==> config.mk <==
export PLATFORM = sky130hd
export DESIGN_NAME = wsct_lane
export DESIGN_NICKNAME = d
export VERILOG_FILES = /design/src/design/wsct_pkg.sv /design/src/design/wsct_lane.sv
export SDC_FILE = /design/constraint.sdc
export NUM_CORES = 1
export LEC_CHECK = 0
export ABC_AREA = 1
export BUFFER_PORTS_ARGS = -buffer_cell sky130_fd_sc_hd__buf_2
export CAP_MARGIN = 20
export CORE_MARGIN = 3
export CORE_UTILIZATION = 65
export DETAILED_ROUTE_END_ITERATION = 10
export PLACE_DENSITY = 0.89
export SETUP_SLACK_MARGIN = 0.4
export SLEW_MARGIN = 5
export SYNTH_ARGS = -nofsm -noshare
export SYNTH_HDL_FRONTEND = slang
export SYNTH_SLANG_ARGS = --single-unit
==> constraint.sdc <==
create_clock -name clk_i -period 6.9 [get_ports clk_i]
set_input_delay 0.69 -clock clk_i [delete_from_list [all_inputs] [get_ports clk_i]]
set_output_delay 0.69 -clock clk_i [all_outputs]
set_load 0.01 [all_outputs]
==> src/design/wsct_pkg.sv <==
// ----------------------------------------------------------------------------
// wsct_pkg
// Types, widths and register codes of the signal cycle timer.
// ----------------------------------------------------------------------------
`default_nettype none

package wsct_pkg;

  localparam int unsigned Roads       = 4;
  localparam int unsigned FracBitsDef = 20;

  localparam int unsigned ArrBits     = 16;
  localparam int unsigned SatBits     = 12;
  localparam int unsigned LostBits    = 8;
  localparam int unsigned HdwBits     = 8;
  localparam int unsigned RunBits     = 16;
  localparam int unsigned GreenBits   = 10;
  localparam int unsigned CapBits     = 16;
  localparam int unsigned CycBits     = 20;
  localparam int unsigned CntBits     = 16;
  localparam int unsigned AccBits     = 32;
  localparam int unsigned CapSumBits  = CapBits + $clog2(Roads);
  localparam int unsigned CfgIdxBits  = 3;
  localparam int unsigned CfgDataBits = 16;

  localparam logic [LostBits-1:0]  LostRst    = 8'd12;
  localparam logic [HdwBits-1:0]   HeadwayRst = 8'd25;
  localparam logic [RunBits-1:0]   RunningRst = 16'd3600;
  localparam logic [GreenBits-1:0] GreenRst   = 10'd120;
  localparam logic [Roads-1:0][SatBits-1:0] SatRst = {12'd1700, 12'd1500, 12'd800, 12'd1800};

  typedef enum logic [CfgIdxBits-1:0] {
    CFG_LOST    = 3'd0,
    CFG_HEADWAY = 3'd1,
    CFG_RUNNING = 3'd2,
    CFG_GREEN   = 3'd3,
    CFG_SAT0    = 3'd4,
    CFG_SAT1    = 3'd5,
    CFG_SAT2    = 3'd6,
    CFG_SAT3    = 3'd7
  } cfg_idx_e;

  typedef struct packed {
    logic load;
    logic ratio_step;
    logic mul;
    logic div_load;
    logic div_step;
  } lane_ctrl_t;

  typedef struct packed {
    logic load;
    logic step;
  } merge_ctrl_t;

endpackage

`default_nettype wire

==> src/design/wsct_lane.sv <==
// ----------------------------------------------------------------------------
// wsct_lane
// One road: clamp, bit-serial flow ratio, scaled product, capacity divider.
// ----------------------------------------------------------------------------
`default_nettype none

module wsct_lane #(
  parameter int unsigned FracBits = wsct_pkg::FracBitsDef
) (
  input  logic                          clk_i,
  input  wsct_pkg::lane_ctrl_t          ctrl_i,
  input  logic [wsct_pkg::ArrBits-1:0]  arrivals_i,
  input  logic [wsct_pkg::SatBits-1:0]  sat_flow_i,
  input  logic [wsct_pkg::HdwBits-1:0]  headway_i,
  input  logic [FracBits:0]             ysum_i,
  output logic [FracBits-1:0]           ratio_o,
  output logic [wsct_pkg::CapBits-1:0]  capacity_o
);
  import wsct_pkg::*;

  localparam int unsigned ProdBits = FracBits + SatBits;
  localparam int unsigned NumBits  = ProdBits + 4;
  localparam int unsigned DenBits  = FracBits + 1 + HdwBits;
  localparam int unsigned HiBits   = NumBits - CapBits;

  logic [SatBits-1:0]  lim;
  logic [SatBits-1:0]  clamped;
  logic [SatBits:0]    rt;
  logic                rbit;
  logic [SatBits-1:0]  rem_q, rem_d;
  logic [FracBits-1:0] ratio_q;
  logic [ProdBits-1:0] prod_q;
  logic [DenBits-1:0]  den_q;
  logic [NumBits-1:0]  num;
  logic [DenBits:0]    ct;
  logic                cbit;
  logic [DenBits-1:0]  crem_q, crem_d;
  logic [CapBits-1:0]  cq_q;

  always_comb begin
    lim = SatBits'(sat_flow_i / Roads);
    if (lim == '0) begin
      clamped = '0;
    end else if (arrivals_i > ArrBits'(lim)) begin
      clamped = lim - SatBits'(1);
    end else begin
      clamped = SatBits'(arrivals_i);
    end
  end

  // restoring step of v * 2^F / s, one quotient bit a cycle
  assign rt    = {rem_q, 1'b0};
  assign rbit  = (sat_flow_i != '0) && (rt >= {1'b0, sat_flow_i});
  assign rem_d = rbit ? SatBits'(rt - {1'b0, sat_flow_i}) : SatBits'(rt);

  // times ten as two shifted adds
  assign num = NumBits'({prod_q, 3'b000}) + NumBits'({prod_q, 1'b0});

  assign ct     = {crem_q, cq_q[CapBits-1]};
  assign cbit   = ct >= {1'b0, den_q};
  assign crem_d = cbit ? DenBits'(ct - {1'b0, den_q}) : DenBits'(ct);

  always_ff @(posedge clk_i) begin
    if (ctrl_i.load) begin
      rem_q   <= clamped;
      ratio_q <= '0;
    end else if (ctrl_i.ratio_step) begin
      rem_q   <= rem_d;
      ratio_q <= {ratio_q[FracBits-2:0], rbit};
    end
    if (ctrl_i.mul) begin
      prod_q <= ProdBits'(ratio_q) * ProdBits'(sat_flow_i);
      den_q  <= DenBits'(ysum_i) * DenBits'(headway_i);
    end
    if (ctrl_i.div_load) begin
      crem_q <= DenBits'(num[NumBits-1 -: HiBits]);
      cq_q   <= num[CapBits-1:0];
    end else if (ctrl_i.div_step) begin
      crem_q <= crem_d;
      cq_q   <= {cq_q[CapBits-2:0], cbit};
    end
  end

  assign ratio_o = ratio_q;

  always_comb begin
    if (den_q == '0) begin
      capacity_o = '0;
    end else if (cq_q == '1) begin
      capacity_o = cq_q;
    end else begin
      capacity_o = cq_q + CapBits'(crem_q != '0);
    end
  end

endmodule

`default_nettype wire

==> results.json <==
{
  "fillers": 3064,
  "cts_sinks": 138,
  "die_area_um2": 40400,
  "final-max-slew-violation-count": 0,
  "finalSetupViolCount": 0,
  "crit_family": "adder cells",
  "max_cap_viol_count": 0,
  "cp_num_buf_inv": 6,
  "relSlewSlack_pct": 35.7,
  "max_clock_freq_mhz": 178,
  "grt_pass1_vias": 22290,
  "dp.cells": 3995,
  "postCtsSetupBuffers": 0,
  "crit_chain": "nand2_1 > fa_1 > inv_1 > fa_1 > inv_1 > fa_1 > inv_1 > fa_1 > inv_1 > fa_1 > inv_1 > ha_1 > a21oi_1 > o21ai_0 > nor2_1 > nand3_1 > nand2_1 > inv_1 > o21ai_0 > nand2_1",
  "grt_max_degree": 62,
  "seqCellArea_um2": 3850,
  "dp_slack_ns": 1.03,
  "ys.warnings.count": 0,
  "slowest_delay_ns": 0.79,
  "cts_buffers": 17,
  "hold_buffers": 0,
  "syn_nets": 4059,
  "initial_utilization_pct": 66.7,
  "hold_viol_final": 0,
  "end_kind": "flip-flop",
  "viasPerCell": 5.55,
  "ir_drop_uv": 196,
  "ios": 99,
  "finalCriticalPeriod_ns": 5.62,
  "critPathArrivalTime_ns": 5.82,
  "multi_input_area_um2": 17400,
  "hold_class": "flip-flop to flip-flop",
  "netlist_area_um2": 24700,
  "status": "completed",
  "synthCells": 3495,
  "cts_tree": "yes",
  "setup_ws_ns": 1.28,
  "syn_to_final_growth_pct": 5.34,
  "root_buffer": "clkbuf_16",
  "io_buffers": 98,
  "chipHeight_um": 201,
  "ys_seq_area_share_pct": 15.6,
  "rows": 70,
  "drc": 0,
  "drt_iter0_markers": 1601,
  "fin_hold_ws_ns": 0.501,
  "start_kind": "flip-flop",
  "fin_util_pct": 70.2,
  "wl_per_cell_um": 15.4,
  "critPathMaxFanout": 14,
  "final_nets": 4074,
  "die_w_um": 201,
  "crit_top_cell": "inv_1",
  "cts_resized": 0,
  "ant_nets": 0,
  "cellLeakagePower_nw": 14.7,
  "cts_buffer_depth": 2,
  "r2r_slack_ns": 1.28,
  "htree_levels": 4,
  "instances_no_fill": 4028,
  "clock_skew_ns": 0.0128,
  "rsz0062_at_grt": "no",
  "antenna_found_initial": 4,
  "timing.final.crit_share_pct": 81.4,
  "finalSetupTns_ns": 0,
  "postSynthRegisterBits": 138,
  "tightestPinTransition_ns": 0.957,
  "critical_path_class": "flip-flop to flip-flop",
  "clkLatencyLatePin_ns": 0.46,
  "required_ns": 7.11,
  "grt_util_all_layers_pct": 31.4,
  "grt_overflow": 0,
  "dp_hpwl_um": 50400,
  "crit_slowest_cell": "dfxtp_1",
  "layout-drive-gt1-share_pct": 4.46,
  "powerDensity_nw_per_um2": 245,
  "dr_total_vias": 22357,
  "globalplace.congestion": 1.02,
  "dr.pass1.iters": 8,
  "synth_area_per_cell_um2": 7.07,
  "core_um2": 37000,
  "clk_transition_reported_paths_ns": 0.07,
  "wl_um": 62000,
  "ys_types": 48,
  "grt_pass1_wl_um": 105000
}
[synth_stat cells (all sizes together)]
| library cell | n | area [um^2] |
|---|---|---|
| edfxtp | 109 | 3270 |
| o22ai | 23 | 144 |
| clkinv | 1 | 3.75 |
| a31oi | 9 | 56.3 |
| o21a | 3 | 22.5 |
| nor3 | 33 | 180 |
| a21boi | 3 | 22.5 |
| and2 | 3 | 18.8 |
| fa | 297 | 5950 |
| xor2 | 49 | 429 |
| nand2 | 1049 | 3950 |
| nor2 | 213 | 815 |
| o211a | 1 | 10.0 |
| dfxtp | 29 | 581 |
| nand4 | 43 | 269 |
| inv | 805 | 3020 |
| ha | 204 | 2550 |
| o21bai | 14 | 105 |
| nand3 | 187 | 951 |
| or2 | 3 | 18.8 |
| clkbuf | 93 | 368 |
| a22oi | 1 | 7.51 |
| nor3b | 2 | 20.0 |
| xnor2 | 44 | 385 |
| nand2b | 1 | 6.26 |
| a21oi | 124 | 621 |
| a211oi | 3 | 22.5 |
| buf | 12 | 95.1 |
| a21o | 11 | 82.6 |
| o21ai | 86 | 438 |
| nor4 | 15 | 100 |
| o211ai | 1 | 7.51 |
| nand3b | 24 | 180 |
[sequential cells by signal (all words and copies together) (netlist names)]
signal and flops:
prod_q 32, cq_q 16, rem_q 12, den_q 29, crem_q 29, ratio_o 20
[cells by family (layout without fill, tap and decap cells)]
| family | after synthesis | in the layout | share of synthesized area, % |
|---|---|---|---|
| simple gates | 1573 | 1573 | 26.4 |
| buf+inv | 911 | 939 | 14.1 |
| fa+ha+maj | 501 | 501 | 34.4 |
| compound gates | 279 | 279 | 6.23 |
| flops | 138 | 138 | 15.6 |
| xor+xnor | 93 | 93 | 3.30 |
| other cells | 0 | 1 | 0 |
[layout make-up]
class                   instances  area share [%]
repair buffers                101            1.97
well taps                     504            2.42
clock inverters                15           0.812
diodes                          1         0.00962
multi-input cells            2446            66.7
clock buffers                  17            1.63
inverters                     806            11.6
flip-flops and latches        138            14.8
[power by group]
| part | switching, W | leakage (nW) | internal, W |
|---|---|---|---|
| Sequential | 0.000161 | 1.35 | 0.00122 |
| Combinational | 0.00258 | 13.0 | 0.00141 |
| Clock | 0.000394 | 0.315 | 0.000611 |
| Total | 0.00313 | 14.7 | 0.00324 |
[per-layer routing]
layer  GRT usage, %  part of all wire [%]
met2           52.2                    47
met5              0                 0.058
met1           40.9                    41
met4           11.7                   3.3
met3           6.03                   8.4
[final timing paths]
path	startpoint	end	depth (start not counted)
worst max-delay path	ratio_o[11]	prod_q[31]	20
worst min-delay path	crem_q[27]	crem_q[27]	2
worst max register to register	ratio_o[11]	prod_q[31]	20
worst min register to register	crem_q[27]	crem_q[27]	2
[cell usage in the layout (no fill, tap or decap), drive strengths merged]
cell type	instances
dfxtp	29
ha	204
a22oi	1
fa	297
nor4	15
nand4	43
o21a	3
nor3	33
inv	810
o22ai	23
clkinv	7
xor2	49
clkbuf	17
nor2	213
nand3b	24
a31oi	9
bufinv	4
o21ai	86
nor3b	2
edfxtp	109
buf	101
nand2b	1
diode	1
a21oi	124
a211oi	3
a21o	11
xnor2	44
nand3	187
and2	3
o21bai	14
a21boi	3
o211ai	1
nand2	1049
o211a	1
or2	3
[tightest hold or removal path, delay by kind of cell, from the launching register on]
kind	cells	cell delay, ns
flops	1	0.34
simple gates	2	0.13
[per-stage QoR]
stage / cell area [um^2] / total power, W
after floorplan: 24700 / 0.00437
after global placement: 25400 / 0.00525
after detailed placement: 25400 / 0.00532
after CTS: 26000 / 0.00635
after global routing: 26000 / 0.00701
final: 26000 / 0.00638
Note: power is estimated with default switching activity, not from simulation.
