File: src/design/wsct_pkg.sv
// ----------------------------------------------------------------------------
// wsct_pkg
// Types, widths and register codes of the signal cycle timer.
// ----------------------------------------------------------------------------
`default_nettype none

package wsct_pkg;

  localparam int unsigned Roads       = 4;
  localparam int unsigned FracBitsDef = 20;

  localparam int unsigned ArrBits     = 16;
  localparam int unsigned SatBits     = 12;
  localparam int unsigned LostBits    = 8;
  localparam int unsigned HdwBits     = 8;
  localparam int unsigned RunBits     = 16;
  localparam int unsigned GreenBits   = 10;
  localparam int unsigned CapBits     = 16;
  localparam int unsigned CycBits     = 20;
  localparam int unsigned CntBits     = 16;
  localparam int unsigned AccBits     = 32;
  localparam int unsigned CapSumBits  = CapBits + $clog2(Roads);
  localparam int unsigned CfgIdxBits  = 3;
  localparam int unsigned CfgDataBits = 16;

  localparam logic [LostBits-1:0]  LostRst    = 8'd12;
  localparam logic [HdwBits-1:0]   HeadwayRst = 8'd25;
  localparam logic [RunBits-1:0]   RunningRst = 16'd3600;
  localparam logic [GreenBits-1:0] GreenRst   = 10'd120;
  localparam logic [Roads-1:0][SatBits-1:0] SatRst = {12'd1700, 12'd1500, 12'd800, 12'd1800};

  typedef enum logic [CfgIdxBits-1:0] {
    CFG_LOST    = 3'd0,
    CFG_HEADWAY = 3'd1,
    CFG_RUNNING = 3'd2,
    CFG_GREEN   = 3'd3,
    CFG_SAT0    = 3'd4,
    CFG_SAT1    = 3'd5,
    CFG_SAT2    = 3'd6,
    CFG_SAT3    = 3'd7
  } cfg_idx_e;

  typedef struct packed {
    logic load;
    logic ratio_step;
    logic mul;
    logic div_load;
    logic div_step;
  } lane_ctrl_t;

  typedef struct packed {
    logic load;
    logic step;
  } merge_ctrl_t;

endpackage

`default_nettype wire

File: src/design/wsct_merge.sv
// ----------------------------------------------------------------------------
// wsct_merge
// Sums the lanes' ratios and capacities and forms the cycle time.
// ----------------------------------------------------------------------------
`default_nettype none

module wsct_merge #(
  parameter int unsigned FracBits = wsct_pkg::FracBitsDef
) (
  input  logic                                            clk_i,
  input  wsct_pkg::merge_ctrl_t                           ctrl_i,
  input  logic                                            mode_i,
  input  logic [wsct_pkg::LostBits-1:0]                   lost_i,
  input  logic [wsct_pkg::GreenBits-1:0]                  green_i,
  input  logic [wsct_pkg::Roads-1:0][FracBits-1:0]        ratios_i,
  input  logic [wsct_pkg::Roads-1:0][wsct_pkg::CapBits-1:0] caps_i,
  output logic [FracBits:0]                               ysum_o,
  output logic [wsct_pkg::CycBits-1:0]                    cycle_time_o,
  output logic [wsct_pkg::CapSumBits-1:0]                 capsum_o
);
  import wsct_pkg::*;

  localparam int unsigned SumBits = FracBits + $clog2(Roads);
  localparam int unsigned NumHi   = 10;
  localparam int unsigned NB      = FracBits + NumHi;
  localparam int unsigned DB      = FracBits + 2;
  localparam logic [CycBits-1:0] CycMax = '1;

  logic [SumBits-1:0]   ysum;
  logic [NumHi-1:0]     num_hi;
  logic [FracBits:0]    slack;
  logic [NB-1:0]        nsh_q;
  logic [DB-1:0]        den_q, rem_q, rem_d;
  logic [DB:0]          t;
  logic                 qbit;
  logic [GreenBits:0]   gl;
  logic [CycBits-1:0]   stat_cyc, dyn_cyc;

  always_comb begin
    ysum     = '0;
    capsum_o = '0;
    for (int i = 0; i < Roads; i++) begin
      ysum     = ysum + SumBits'(ratios_i[i]);
      capsum_o = capsum_o + CapSumBits'(caps_i[i]);
    end
  end

  // ratio sum reaches one at most, when every road sits exactly at its limit
  assign ysum_o = (FracBits + 1)'(ysum);

  assign num_hi = NumHi'(lost_i) + NumHi'({lost_i, 1'b0}) + NumHi'(10);
  assign slack  = {1'b1, {FracBits{1'b0}}} - ysum_o;

  assign t     = {rem_q, nsh_q[NB-1]};
  assign qbit  = t >= {1'b0, den_q};
  assign rem_d = qbit ? DB'(t - {1'b0, den_q}) : DB'(t);

  always_ff @(posedge clk_i) begin
    if (ctrl_i.load) begin
      nsh_q <= {num_hi, {FracBits{1'b0}}};
      den_q <= {slack, 1'b0};
      rem_q <= '0;
    end else if (ctrl_i.step) begin
      nsh_q <= {nsh_q[NB-2:0], qbit};
      rem_q <= rem_d;
    end
  end

  assign gl       = {1'b0, green_i} + (GreenBits + 1)'(lost_i);
  assign stat_cyc = CycBits'(gl * Roads);

  always_comb begin
    if (nsh_q >= NB'(CycMax)) begin
      dyn_cyc = CycMax;
    end else begin
      dyn_cyc = CycBits'(nsh_q) + CycBits'(rem_q != '0);
    end
  end

  assign cycle_time_o = mode_i ? stat_cyc : dyn_cyc;

endmodule

`default_nettype wire

File: config.mk
export PLATFORM = sky130hd
export DESIGN_NAME = wsct_merge
export DESIGN_NICKNAME = d
export VERILOG_FILES = /design/src/design/wsct_pkg.sv /design/src/design/wsct_merge.sv
export SDC_FILE = /design/constraint.sdc
export NUM_CORES = 1
export LEC_CHECK = 0
export BUFFER_PORTS_ARGS = -buffer_cell sky130_fd_sc_hd__clkbuf_2
export CORE_AREA = 2 2 152 154
export DETAILED_ROUTE_END_ITERATION = 10
export DIE_AREA = 0 0 154 156
export SYNTH_ARGS = -nofsm -noshare
export SYNTH_HDL_FRONTEND = slang
export SYNTH_SLANG_ARGS = --single-unit
File: constraint.sdc
create_clock -name clk_i -period 5.9 [get_ports clk_i]
set_input_delay 1.475 -clock clk_i [delete_from_list [all_inputs] [get_ports clk_i]]
set_output_delay 1.475 -clock clk_i [all_outputs]
set_load 0.02 [all_outputs]
==> reports/qor.txt, run 1 <==
run status -> complete, but fails checks
violated checks -> setup timing
final setup TNS -> -3.43 ns
hpwl dp -> 16200 µm
fill count -> 2147
antenna cells -> 0
Syn Nets -> 1339
CTS Hold Bufs -> 0
post-route ant nets -> 0
drt wl/cell -> 12.6 µm
vias per inst -> 4.92
worst-margin pin slew -> 0.873 ns
Setup violations, final -> 16
fin crit share -> 107%
maximum VDD drop -> 0.301 mV
cell count after synthesis -> 1015
reg2reg start -> rem_q[0]
final critical-path setup slack -> -0.409 ns
Rows -> 55
Die ar. -> 24000 µm²
FMAX -> 0.159 GHz
share of cells above drive strength 1 -> 30.7%
Max transition margin -> 41.8%
Worst Clk Skew -> 0.00598 ns
fin area -> 11700 µm²
max-cap violations -> 0
routability cong. -> 0.854
total gr overflow -> 0
Clock Latency Late Sink -> 0.33 ns
Worst Hold Class -> flip-flop to flip-flop
CP required -> 4.43 ns
total power draw -> 4.62 mW
CP startpoint -> ratios_i[41]
Place WS -> -0.654 ns
Slew Limit Fails -> 0
CTS tree -> done
first-pass GRT wire length -> 34500 µm
minimum clock period after layout -> 6.31 ns
Post-synth EDFFs -> 31
synthesis-stage register bit count -> 73
Placement Cell Area -> 10800 µm²
Die W -> 154 µm
Mapped Area -> 8850 µm²
Tot GR Track Use -> 17.0%
RSZ-0062 raised after global routing -> true
core area -> 22400 µm²
Clock transition at path regs -> 0.05 ns
Pre-antenna DRT Iters -> 5
via count -> 7885
Critical Path Fanout Max -> 3
Leak Pwr -> 5.69 nW
Main synth FF type -> dfxtp_1
Final Hold Viols -> 0
syn avg cell area -> 8.72 µm²
P&R area growth vs syn -> 32.2%
r2r setup slk -> 2.16 ns
Core Util, Final -> 52.3%
Yosys cell types -> 73
initial antenna violation count -> 0
Multi-input gate area -> 6620 µm²
largest net degree at the start of global routing -> 65
DRC -> 0
die span in y -> 156 µm
# nets final -> 1638
crit path kind -> input port to primary output
CTS root buffer -> clkbuf_16
Iter 0 DRT Violations -> 242
Syn. warnings -> 0
Worst Min Path Start -> rem_q[7]
CTS H-tree depth -> 3
vias in the first global route -> 7825
Hold Path Sink -> rem_q[7]
R2R depth -> 13
RR Endpoint -> rem_q[9]
Total Wirelength -> 20200 µm
starting density of the core -> 39.6%
crit path launch type -> input port
FF+latch area -> 1770 µm²
I/O pin total -> 225
worst hold path cell count -> 2
Clock Path Buffers -> 2
cts bufs inserted -> 9
Cell Pwr Density -> 395 nW/µm²
CTS sink cnt -> 73
CP endpoint kind -> primary output
Critical Path AT -> 4.83 ns
asr flop ratio synth -> 0%
register area share after synthesis -> 20.0%
Port Buffers -> 224
registers in the layout, summed over array words and instances (netlist names):
name   flops
den_q     21
nsh_q     30
rem_q     22
synth_stat cells (all sizes together) (10+ instances only):
| library cell | number | area (µm²) |
|---|---|---|
| xor2 | 27 | 244 |
| dfxtp | 42 | 841 |
| clkbuf | 27 | 101 |
| mux2i | 27 | 270 |
| edfxtp | 31 | 931 |
| nand3 | 20 | 105 |
| nor4 | 14 | 106 |
| a21oi | 70 | 350 |
| nand2b | 10 | 62.6 |
| nor3 | 31 | 176 |
| nand4 | 13 | 81.3 |
| or2 | 10 | 65.1 |
| ha | 83 | 1040 |
| xnor2 | 60 | 541 |
| a21o | 17 | 128 |
| nand2 | 49 | 184 |
| a211oi | 15 | 123 |
| nor2 | 79 | 297 |
| inv | 169 | 634 |
| o21a | 10 | 75.1 |
| fa | 75 | 1500 |
| o21ai | 40 | 204 |
critical path, stage by stage:
cell	delay, ns
buf_6	0.09
fa_1	0.54
fa_1	0.41
ha_2	0.21
inv_2	0.07
fa_2	0.21
nor2b_2	0.05
o31a_1	0.31
o31ai_4	0.28
a211oi_2	0.12
o31a_1	0.31
o21a_1	0.21
o311a_1	0.36
inv_2	0.07
buf_8	0.10
report_power, final:
group	total, mW	internal [mW]	switching (mW)
clock	0.568	0.368	0.199
sequential	0.722	0.670	0.0517
combinational	3.33	1.60	1.73
cell usage in the layout, fill, tap and decap left out, drive strengths merged, types with 8 or more instances in the layout:
cell,n
nand2,49
buf,106
o21bai,8
xor2,27
mux2i,27
or2,10
nor3,31
fa,75
nand3,20
ha,83
nor2,79
nand4,13
nand2b,10
o21a,10
nor4,14
inv,169
o21ai,40
edfxtp,31
xnor2,60
a211oi,15
dfxtp,42
a21oi,70
a21o,17
clkbuf,223
per-stage QoR:
stage,std cells,hold WS (ns)
after floorplan,1015,0.473
after global placement,1559,0.504
after detailed placement,1559,0.507
after CTS,1597,0.514
after global routing,1604,0.552
final,1604,0.516
cells by family after synthesis:
family	count (synthesis)	synth area share [%]
simple gates	258	14.7
fa+ha+maj	158	28.7
flops	73	20.0
xor+xnor	87	8.86
buf+inv	198	8.44
mux	27	3.05
compound gates	214	16.3
area by class of cell:
| class | count | share of cell area (%) |
|---|---|---|
| clock inverter | 4 | 0.588 |
| timing repair buffer | 317 | 17.2 |
| clock buffer | 12 | 2.02 |
| multi-input combinational | 744 | 56.5 |
| sequential | 73 | 15.1 |
| tap | 285 | 3.05 |
| inverter | 169 | 5.48 |
metal layers:
metal / share of wire, % / GRT usage, %
met3: 4.0 / 2.86
met1: 46 / 21.7
met4: 0.96 / 3.60
met2: 49 / 30.3
met5: 0 / 0
worst max-delay path by stage:
stage,endpoint,slack [ns],cells after the start
after floorplan,ysum_o[19],-0.18,13
after global placement,ysum_o[20],-0.58,16
after detailed placement,ysum_o[20],-0.65,16
after CTS,ysum_o[20],-0.50,16
after global routing,capsum_o[16],-0.56,15
final,ysum_o[19],-0.41,15
timing repair:
action                     4_1_cts  5_1_grt
setup buffers                   25        8
pin swaps                       46       35
setup endpoints to repair       19       20
gates resized for setup         65       26
Note: power is estimated with default switching activity, not from simulation.
==> run 2: changes to the inputs <==
- RECOVER_POWER: unset -> 50
==> reports/qor.txt, run 2 (same netlist as run 1, synthesis figures left out) <==
met2 global-route usage -> 30.3% (unchanged)
# placed instances -> 1559 (unchanged)
Rows -> 55 (unchanged)
crit path launch type -> input port
fill count -> 2149 (+0.093%)
die span in y -> 156 µm (unchanged)
RSZ-0062 raised after global routing -> true
vias in the first global route -> 7825 (unchanged)
Reg with most FFs -> nsh_q
worst hold path cell count -> 2 (unchanged)
Total Wirelength -> 20200 µm (-0.19%)
peak-usage layer in the global routing report -> met2
routability cong. -> 0.854 (unchanged)
Worst Hold Class -> flip-flop to flip-flop
hold_ws -> 0.516 ns (+0.0000440 ns)
clock share of power -> 12.3% (about the same)
worst path cell trace -> buf_6 -> fa_1 -> fa_1 -> ha_2 -> inv_2 -> fa_2 -> nor2b_2 -> o31a_1 -> o31ai_4 -> a211oi_2 -> o31a_1 -> o21a_1 -> o311a_1 -> inv_2 -> buf_8
routing usage on met3 -> 2.86% (unchanged)
Slowest-stage cell, CP -> fa_1
max-cap violations -> 2 (+2)
Slew Limit Fails -> 99 (+99)
CP required -> 4.43 ns (about the same)
Final Hold Viols -> 0 (unchanged)
Buf/Inv on CP -> 4 (unchanged)
Critical Path Fanout Max -> 3 (unchanged)
P&R area growth vs syn -> 32.2% (about the same)
total gr overflow -> 0 (unchanged)
commonest non-fill, non-tap cell in the layout -> clkbuf_2
crit path kind -> input port to primary output
minimum clock period after layout -> 6.31 ns (+0.00151 ns)
vias per inst -> 4.91 (about the same)
run status -> complete, but fails checks
core area -> 22400 µm² (unchanged)
CP endpoint kind -> primary output
Max transition margin -> -103% (-140 points)
Pre-antenna DRT Iters -> 4 (-1)
Iter 0 DRT Violations -> 220 (-9.1%)
sequential share of power -> 15.6% (about the same)
Port Buffers -> 224 (unchanged)
# nets final -> 1638 (unchanged)
Setup violations, final -> 16 (unchanged)
Multi-input gate area -> 6620 µm² (unchanged)
Clock Latency Late Sink -> 0.33 ns (about the same)
CTS sink cnt -> 73 (unchanged)
starting density of the core -> 39.6% (unchanged)
Die W -> 154 µm (unchanged)
R2R depth -> 13 (unchanged)
hpwl dp -> 16200 µm (unchanged)
commonest non-fill, non-tap cells in the layout -> 196 x clkbuf_2, 160 x inv_1, 91 x buf_4
sw power -> 1.98 mW (-0.14%)
largest net degree at the start of global routing -> 65 (unchanged)
Cell Pwr Density -> 395 nW/µm² (about the same)
DRC -> 0 (unchanged)
family with the most delay on the worst path -> compound AO/OA/AOI/OAI gates
post-route ant nets -> 0 (unchanged)
CTS H-tree depth -> 3 (unchanged)
maximum VDD drop -> 0.301 mV (about the same)
cts bufs inserted -> 9 (unchanged)
FF+latch area -> 1770 µm² (unchanged)
Regs by FF count -> nsh_q x30, rem_q x22, den_q x21
share of cells above drive strength 1 -> 30.3% (-0.38 points)
CTS root buffer -> clkbuf_16
CTS tree -> done
via count -> 7879 (-0.076%)
antenna cells -> 0 (unchanged)
Clock transition at path regs -> 0.05 ns (about the same)
GRT met1 Usage -> 21.7% (unchanged)
CP Depth -> 15 (unchanged)
Tot GR Track Use -> 17.0% (unchanged)
total power draw -> 4.62 mW (about the same)
initial antenna violation count -> 0 (unchanged)
worst-margin pin slew -> 3.05 ns (+2.17 ns)
drt wl/cell -> 12.6 µm (-0.19%)
FMAX -> 0.158 GHz (about the same)
CTS Hold Bufs -> 0 (unchanged)
Leak Pwr -> 5.68 nW (-0.24%)
Die ar. -> 24000 µm² (unchanged)
fin crit share -> 107% (about the same)
final critical-path setup slack -> -0.410 ns (-0.00151 ns)
first-pass GRT wire length -> 34500 µm (unchanged)
Core Util, Final -> 52.3% (about the same)
Comb pwr share -> 72.1% (about the same)
Internal -> 2.64 mW (about the same)
violated checks -> capacitance limit, slew limit, setup timing
Critical Path AT -> 4.84 ns (about the same)
I/O pin total -> 225 (unchanged)
switching share of power -> 42.9% (about the same)
Final Instance Count excl. Fillers -> 1604 (unchanged)
crit-path max cell delay -> 0.54 ns (about the same)
Clock Path Buffers -> 2 (unchanged)
Largest register FFs -> 30 (unchanged)
Worst Clk Skew -> 0.00639 ns (+0.000407 ns)
[run 2: area by class of cell]
cell class	instances	share of cell area [%]
Clock inverter	4	0.588
Multi-Input combinational cell	744	56.6
Inverter	169	5.49
Timing Repair Buffer	317	17.1
Clock buffer	12	2.02
Tap cell	285	3.05
Sequential cell	73	15.1
[run 2: stage by stage]
stage	TNS, ns	cell area, µm²	setup slack [ns]
after floorplan	-0.868	8960	-0.177
after global placement	-4.57	10800	-0.577
after detailed placement	-5.04	10800	-0.654
after CTS	-3.79	11600	-0.497
after global routing	-6.29	11700	-0.563
final	-3.43	11700	-0.410
[run 2: power groups by stage]
stage	sequential, mW	clock [mW]	combinational, mW
finish	0.722	0.568	3.33
global route	0.736	0.604	3.67
CTS	0.722	0.580	3.24
detailed placement	0.732	0	2.87
global placement	0.729	0	2.85
floorplan	0.714	0	1.97
[run 2: path summary, 6_finish.rpt]
| path | startpoint | to | slack [ns] |
|---|---|---|---|
| setup reg to reg | rem_q[0] | rem_q[10] | 2.06 |
| setup / recovery | ratios_i[41] | ysum_o[19] | -0.41 |
| hold reg to reg | rem_q[7] | rem_q[7] | 0.52 |
| hold / removal | rem_q[7] | rem_q[7] | 0.52 |
[run 2: per-layer routing]
layer  up-vias  wire length, µm
li1       4050                -
met1      3677             9220
met2       142             9890
met3        10              894
met4         0              162
met5         -                0
[run 2: worst reg2reg max path: cells and delay by family, from the launching register on]
family | cells | cell delay [ns]
AND/OR/NAND/NOR | 1 | 0.16
multiplexers | 1 | 0.22
AO/OA/AOI/OAI | 6 | 1.59
buffers and inverters | 3 | 0.60
flip-flops | 1 | 0.39
adder cells (fa/ha/maj) | 2 | 0.61
[run 2: repair_timing]
item | 4_1_cts | 5_1_grt
setup endpoints to repair | 19 | 20
resized for setup | 65 | 26
setup buffers | 25 | 8
pin swaps | 46 | 35
endpoints found under the hold margin | 0 | 0
